`config.mk`:
```
export PLATFORM = sky130hd
export DESIGN_NAME = smtc_ctrl
export DESIGN_NICKNAME = d
export VERILOG_FILES = /design/src/rtl/smtc_pkg.sv /design/src/rtl/smtc_ctrl.sv
export SDC_FILE = /design/constraint.sdc
export NUM_CORES = 1
export LEC_CHECK = 0
export BUFFER_PORTS_ARGS = -buffer_cell sky130_fd_sc_hd__clkbuf_2
export CAP_MARGIN = 5
export CELL_PAD_IN_SITES_DETAIL_PLACEMENT = 0
export CELL_PAD_IN_SITES_GLOBAL_PLACEMENT = 1
export CORE_AREA = 2 2 39 41
export CTS_BUF_LIST = sky130_fd_sc_hd__clkbuf_2
export CTS_CLUSTER_DIAMETER = 30
export DETAILED_ROUTE_END_ITERATION = 6
export DIE_AREA = 0 0 41 43
export PLACE_DENSITY_LB_ADDON = 0.2
export RECOVER_POWER = 50
export SLEW_MARGIN = 40
export SYNTH_ARGS = -nofsm -noshare
export SYNTH_HDL_FRONTEND = slang
export SYNTH_SLANG_ARGS = --single-unit
```
`constraint.sdc`:
```
create_clock -name clock -period 1.1 [get_ports clock]
set_clock_uncertainty 0.1 [all_clocks]
set_input_delay 0.22 -clock clock [delete_from_list [all_inputs] [get_ports clock]]
set_output_delay 0.22 -clock clock [all_outputs]
set_load 0.005 [all_outputs]
```
`src/rtl/smtc_pkg.sv`:
```
// Shared types, codes and defaults of the semi-Markov transition counter.
package smtc_pkg;

   localparam int MAX_STATES_DEF = 16;
   localparam int MAX_LEN_DEF    = 64;
   localparam int COUNT_BITS_DEF = 32;

   localparam logic [4:0] NUM_STATES_RESET  = 5'd16;
   localparam logic [6:0] MAX_SOJOURN_RESET = 7'd64;

   localparam logic CMD_PUSH = 1'b0;
   localparam logic CMD_READ = 1'b1;

   typedef enum logic [1:0] {
      TBL_START,
      TBL_TRANS,
      TBL_BEGIN,
      TBL_END
   } table_sel_type;

   typedef enum logic {
      CSR_NUM_STATES,
      CSR_MAX_SOJOURN
   } csr_index_type;

   typedef enum logic [2:0] {
      ST_CLEAR,
      ST_IDLE,
      ST_LOOKUP,
      ST_UPDATE,
      ST_DELIVER
   } ctrl_state_type;

   typedef struct packed {
      logic          cmd;
      logic [3:0]    visit_state;
      logic [6:0]    sojourn_len;
      logic          last_visit;
      table_sel_type table_sel;
      logic [3:0]    from_state;
      logic [3:0]    to_state;
      logic [5:0]    length_index;
   } req_type;

   typedef struct packed {
      logic        status;
      logic [31:0] count_value;
   } rsp_type;

   typedef struct packed {
      logic clear;
      logic load;
      logic lookup;
      logic update;
      logic deliver;
   } ctrl_cmd_type;

   typedef struct packed {
      logic clear_last;
   } dp_status_type;

endpackage

```
`src/rtl/smtc_ctrl.sv`:
```
// Controller state machine: clearing pass, request sequencing and the response valid flag.
module smtc_ctrl import smtc_pkg::*; (
   input  logic          clock,
   input  logic          reset,
   input  logic          req_valid,
   output logic          req_ready,
   output logic          rsp_valid,
   input  logic          rsp_ready,
   input  dp_status_type status,
   output ctrl_cmd_type  cmd
);

   ctrl_state_type state_ff, state_in;
   logic           rsp_valid_ff, rsp_valid_in;

   always_ff @(posedge clock) begin
      if (reset) begin
         state_ff     <= ST_CLEAR;
         rsp_valid_ff <= 1'b0;
      end else begin
         state_ff     <= state_in;
         rsp_valid_ff <= rsp_valid_in;
      end
   end

   always_comb begin
      state_in = state_ff;
      cmd      = '0;
      case (state_ff)
         ST_CLEAR: begin
            cmd.clear = 1'b1;
            if (status.clear_last) begin
               state_in = ST_IDLE;
            end
         end
         ST_IDLE: begin
            if (req_valid) begin
               cmd.load = 1'b1;
               state_in = ST_LOOKUP;
            end
         end
         ST_LOOKUP: begin
            cmd.lookup = 1'b1;
            state_in   = ST_UPDATE;
         end
         ST_UPDATE: begin
            cmd.update = 1'b1;
            state_in   = ST_DELIVER;
         end
         ST_DELIVER: begin
            if (!rsp_valid_ff || rsp_ready) begin
               cmd.deliver = 1'b1;
               state_in    = ST_IDLE;
            end
         end
         default: begin
            state_in = ST_CLEAR;
         end
      endcase
      rsp_valid_in = cmd.deliver || (rsp_valid_ff && !rsp_ready);
   end

   assign req_ready = (state_ff == ST_IDLE);
   assign rsp_valid = rsp_valid_ff;

endmodule

```
# ---- Yosys cells after proc, flatten, opt, wreduce, memory -nomap -nowiden
# Index checks and enable logic that the tools add are counted.
dict set report totals {
  ff_bits 4
  wordCells 27
  in_bits 5
  output_inout_bits 7
}
dict set report op_classes {
  muxes 11
  eq_ne 7
  n_reduce_logical 7
}
# op n
set op_table {}
lappend op_table {{one-hot mux 3 bit (5 select lines)} 1}
lappend op_table {{two-way mux 3 bit} 3}
lappend op_table {{two-way mux 1 bit} 7}
lappend op_table {{equality test 3 x 2 -> 1 bit, second input constant} 2}
lappend op_table {{!= test 2 bit, second input constant} 3}
lappend op_table {{equality test 3 x 1 -> 1 bit, second input constant} 1}
lappend op_table {{equality test 3 bit, second input constant} 1}
lappend op_table {{logical NOT 3 bit} 1}
lappend op_table {{AND reduction 3 bit} 1}
lappend op_table {{logical NOT 1 bit} 2}
lappend op_table {{logical OR 1 bit} 2}
lappend op_table {{logical AND 1 bit} 1}

# ---- Logic depth before layout (Yosys ltp)
dict set report logic_depth {
  word_depth 5
  mapped_depth 4
  depth_no_buf 3
}

# ---- Worst setup path before layout
# OpenSTA, ideal clock, no wires.
dict set report synth_timing {
  path_kind {register -> output}
  start {register state_ff[0]}
  end {output port cmd[3] (netlist bit)}
  required_time_ns 0.780
  setup_slack_ns -0.007
  t_arrival_ns 0.787
  path_stages_with_launch 3
  path_buffers 0
  path_cell_list {dfxtp_1 > nor3b_2 > and2_1}
}
# element line_no
set synth_rtl {}
lappend synth_rtl {{start: declaration} smtc_ctrl.sv:13} ;# ctrl_state_type state_ff, state_in;
lappend synth_rtl {{start signal: assignment} smtc_ctrl.sv:21} ;# state_ff <= state_in;
lappend synth_rtl {{end: declaration} smtc_ctrl.sv:10} ;# output ctrl_cmd_type cmd

==> reports/qor.txt <==
Yosys Warn Count -> 0
Maximum Capacitance Violations -> 0
P&R area growth vs syn -> 49.48%
met2 global-route usage -> 11.56%
1st-pass router iterations -> 1
antenna fix cells -> 0
Global Route met3 Usage -> 5.236%
Filler cells -> 161
CP Launch Point -> state_ff[0]$_SDFFE_PP0P_
IO buf count -> 11
Non-Filler Instances -> 59
Worst Hold Launch -> reset
GPL Wtd Cong -> 0.6368
DRC -> 0
Min Clock Period, post-route -> 1.325 ns
Syn Nets -> 33
TritonCTS clock tree -> built
worst vdd ir -> 0.3059 mV
Crit Path Class -> flip-flop to output pin
failing checks -> setup timing
num rows -> 14
critical path startpoint category -> flip-flop
Mapped Cells -> 28
Final period util -> 120.5%
initial core utilization -> 17.36%
hold path depth -> 2
Hold Path Class -> input pin to flip-flop
Slew Limit Headroom -> 84.15%
final hold violations -> 0
CTS Hold Bufs -> 0
total gr overflow -> 0
critical path peak fanout -> 7
placed cell count -> 54
Reg power frac -> 43.6%
Clock Latency Late Sink -> 0.20 ns
met1 usage -> 7.717%
Routed Wire Length -> 507 um
largest net degree at the start of global routing -> 9
Routed Antenna Nets -> 0
Num CTS Buffers -> 3
CTS Sinks -> 4
Via density -> 3.915
Logic pwr share -> 23.1%
Psw -> 108.9 uW
I/O Pins -> 12
Vias -> 231
die area -> 1763 sq um
Yosys reg bits -> 4
CP Capture Type -> output pin
Nets -> 50
Final Power -> 389.9 uW
internal power -> 281.0 uW
die width -> 41 um
post-DP HPWL -> 408.3 um
final worst slack -> -0.2251 ns
global-route wire length before repair -> 897 um
Die Y -> 43 um
slowest stage delay, CP -> 0.38 ns
1st-iter DRT viols -> 0
Hold WS -> 0.1168 ns
global routing's busiest layer -> met2
fmax -> 754.7 MHz
Static Leak -> 0.0001668 uW
Core ar. -> 1384 sq um
final setup vio count -> 7
FF-to-FF Start -> state_ff[1]$_SDFFE_PP0P_
proportion of layout cells with a drive suffix above 1 -> 58.14%
unrepaired setup endpoints after global routing -> yes
worst-margin pin slew -> 0.2356 ns
Worst-path clk slew -> 0.05 ns
CP required -> 0.78 ns
Total GRT Usage -> 8.032%
CTS Root Cell -> clkbuf_2
routed length per instance -> 8.593 um
Reg2Reg Depth -> 4
CP cell instances -> nor3b_4, and2_1, clkbuf_2
CTS Buffer Depth -> 2
vias in the first global route -> 237
sequential area share after synthesis -> 33.33%
critical path's slowest cell -> dfxtp_4
sw frac -> 27.93%
Yosys cell types -> 18
initial antenna violation count -> 0
Worst Path Arrival -> 1.01 ns
synthesized area -> 240.2 sq um
clock network power share -> 33.3%
outcome -> complete, but fails checks
PwrDens -> 1086 nW/um^2
H-tree Lvls -> 1
Slew Limit Fails -> 0
synthesized area per cell -> 8.580 sq um
[sequential cells by signal, summed over array words and instances (netlist names)]
signal / count
rsp_valid: 1
state_ff: 3
[cells in the mapped netlist (all sizes together)]
master | instances | area, sq um
nor4 | 1 | 6.260
nor2 | 4 | 17.52
and3b | 1 | 8.760
dfxtp | 4 | 80.08
buf | 3 | 26.27
nor2b | 2 | 12.51
nor3 | 4 | 25.02
mux2i | 1 | 10.01
nand2b | 1 | 6.260
nor3b | 1 | 12.51
and2 | 2 | 12.51
a31oi | 1 | 6.260
a21oi | 1 | 5.000
a211oi | 1 | 7.510
nand2 | 1 | 3.750
[cells in the final DEF, fill, tap and decap left out]
master and instances:
clkbuf_2 13, buf_4 4, nor2_1 3, nor3_1 3, dfxtp_4 3, and2_1 2, and3b_1 1, nor3b_4 1
nor2b_1 1, nor2_4 1, nand2_1 1, a31oi_1 1, nand2b_1 1, nor3_2 1, a211oi_1 1, nor4_1 1
a21oi_1 1, nor2b_2 1, mux2i_1 1, buf_2 1, dfxtp_1 1
[metal layers]
layer | vias up | routed length, um
met3 | 2 | 70
met1 | 90 | 201
met4 | 0 | 4
met2 | 12 | 230
li1 | 127 | -
met5 | - | 0
[cell families (layout without fill, tap and decap cells)]
family,after synthesis,in the layout,synth area share [%]
AO/OA/AOI/OAI,3,3,7.813
buffers and inverters,3,18,10.94
flip-flops,4,4,33.33
multiplexers,1,1,4.167
AND/OR/NAND/NOR,17,17,43.75
[per-stage QoR]
stage	area, sq um	setup TNS, ns	worst slack (ns)	utilization, %
after global placement	305.3	-0.2757	-0.07190	22.06
final	359.1	-0.9915	-0.2251	25.95
after floorplan	241.5	0	0.009221	-
after detailed placement	305.3	-0.3258	-0.08585	22.06
after global routing	359.1	-1.515	-0.3030	25.95
after CTS	356.6	-1.082	-0.2475	25.77
[final cells by class]
class | instances | area [sq um] | share of cell area (%)
clock buffer | 3 | 15.01 | 4.181
tap | 16 | 20.02 | 5.575
sequential | 4 | 91.34 | 25.44
timing repair buffer | 15 | 85.08 | 23.69
multi-input combinational | 21 | 147.6 | 41.12
[worst max-delay path: cells and delay by family (launching register included)]
family / cells / cell delay [ns]
flip-flops: 1 / 0.38
buffers and inverters: 1 / 0.10
AND/OR/NAND/NOR: 2 / 0.32
[power groups by stage]
stage / sequential [uW] / combinational [uW] / clock, uW
3_3_place_gp: 173 / 73.2 / 0
5_1_grt: 172 / 102 / 150
4_1_cts: 171 / 91.1 / 136
2_1_floorplan: 164 / 55.5 / 0
6_report: 170 / 90.1 / 130
3_5_place_dp: 174 / 73.3 / 0
[repair_timing]
action                                  4_1_cts  5_1_grt
pin swaps                                     2        4
gates resized for setup                       7        2
buffers inserted                              2        0
endpoints found under the setup margin        9        8
[worst paths after layout]
path | endpoint | slack [ns]
hold / removal | state_ff[1]$_SDFFE_PP0P_ | 0.12
setup reg to reg | state_ff[0]$_SDFFE_PP0P_ | -0.02
hold reg to reg | rsp_valid$_SDFF_PP0_ | 0.41
setup / recovery | cmd[3] | -0.23
Note: power is estimated with default switching activity, not from simulation.
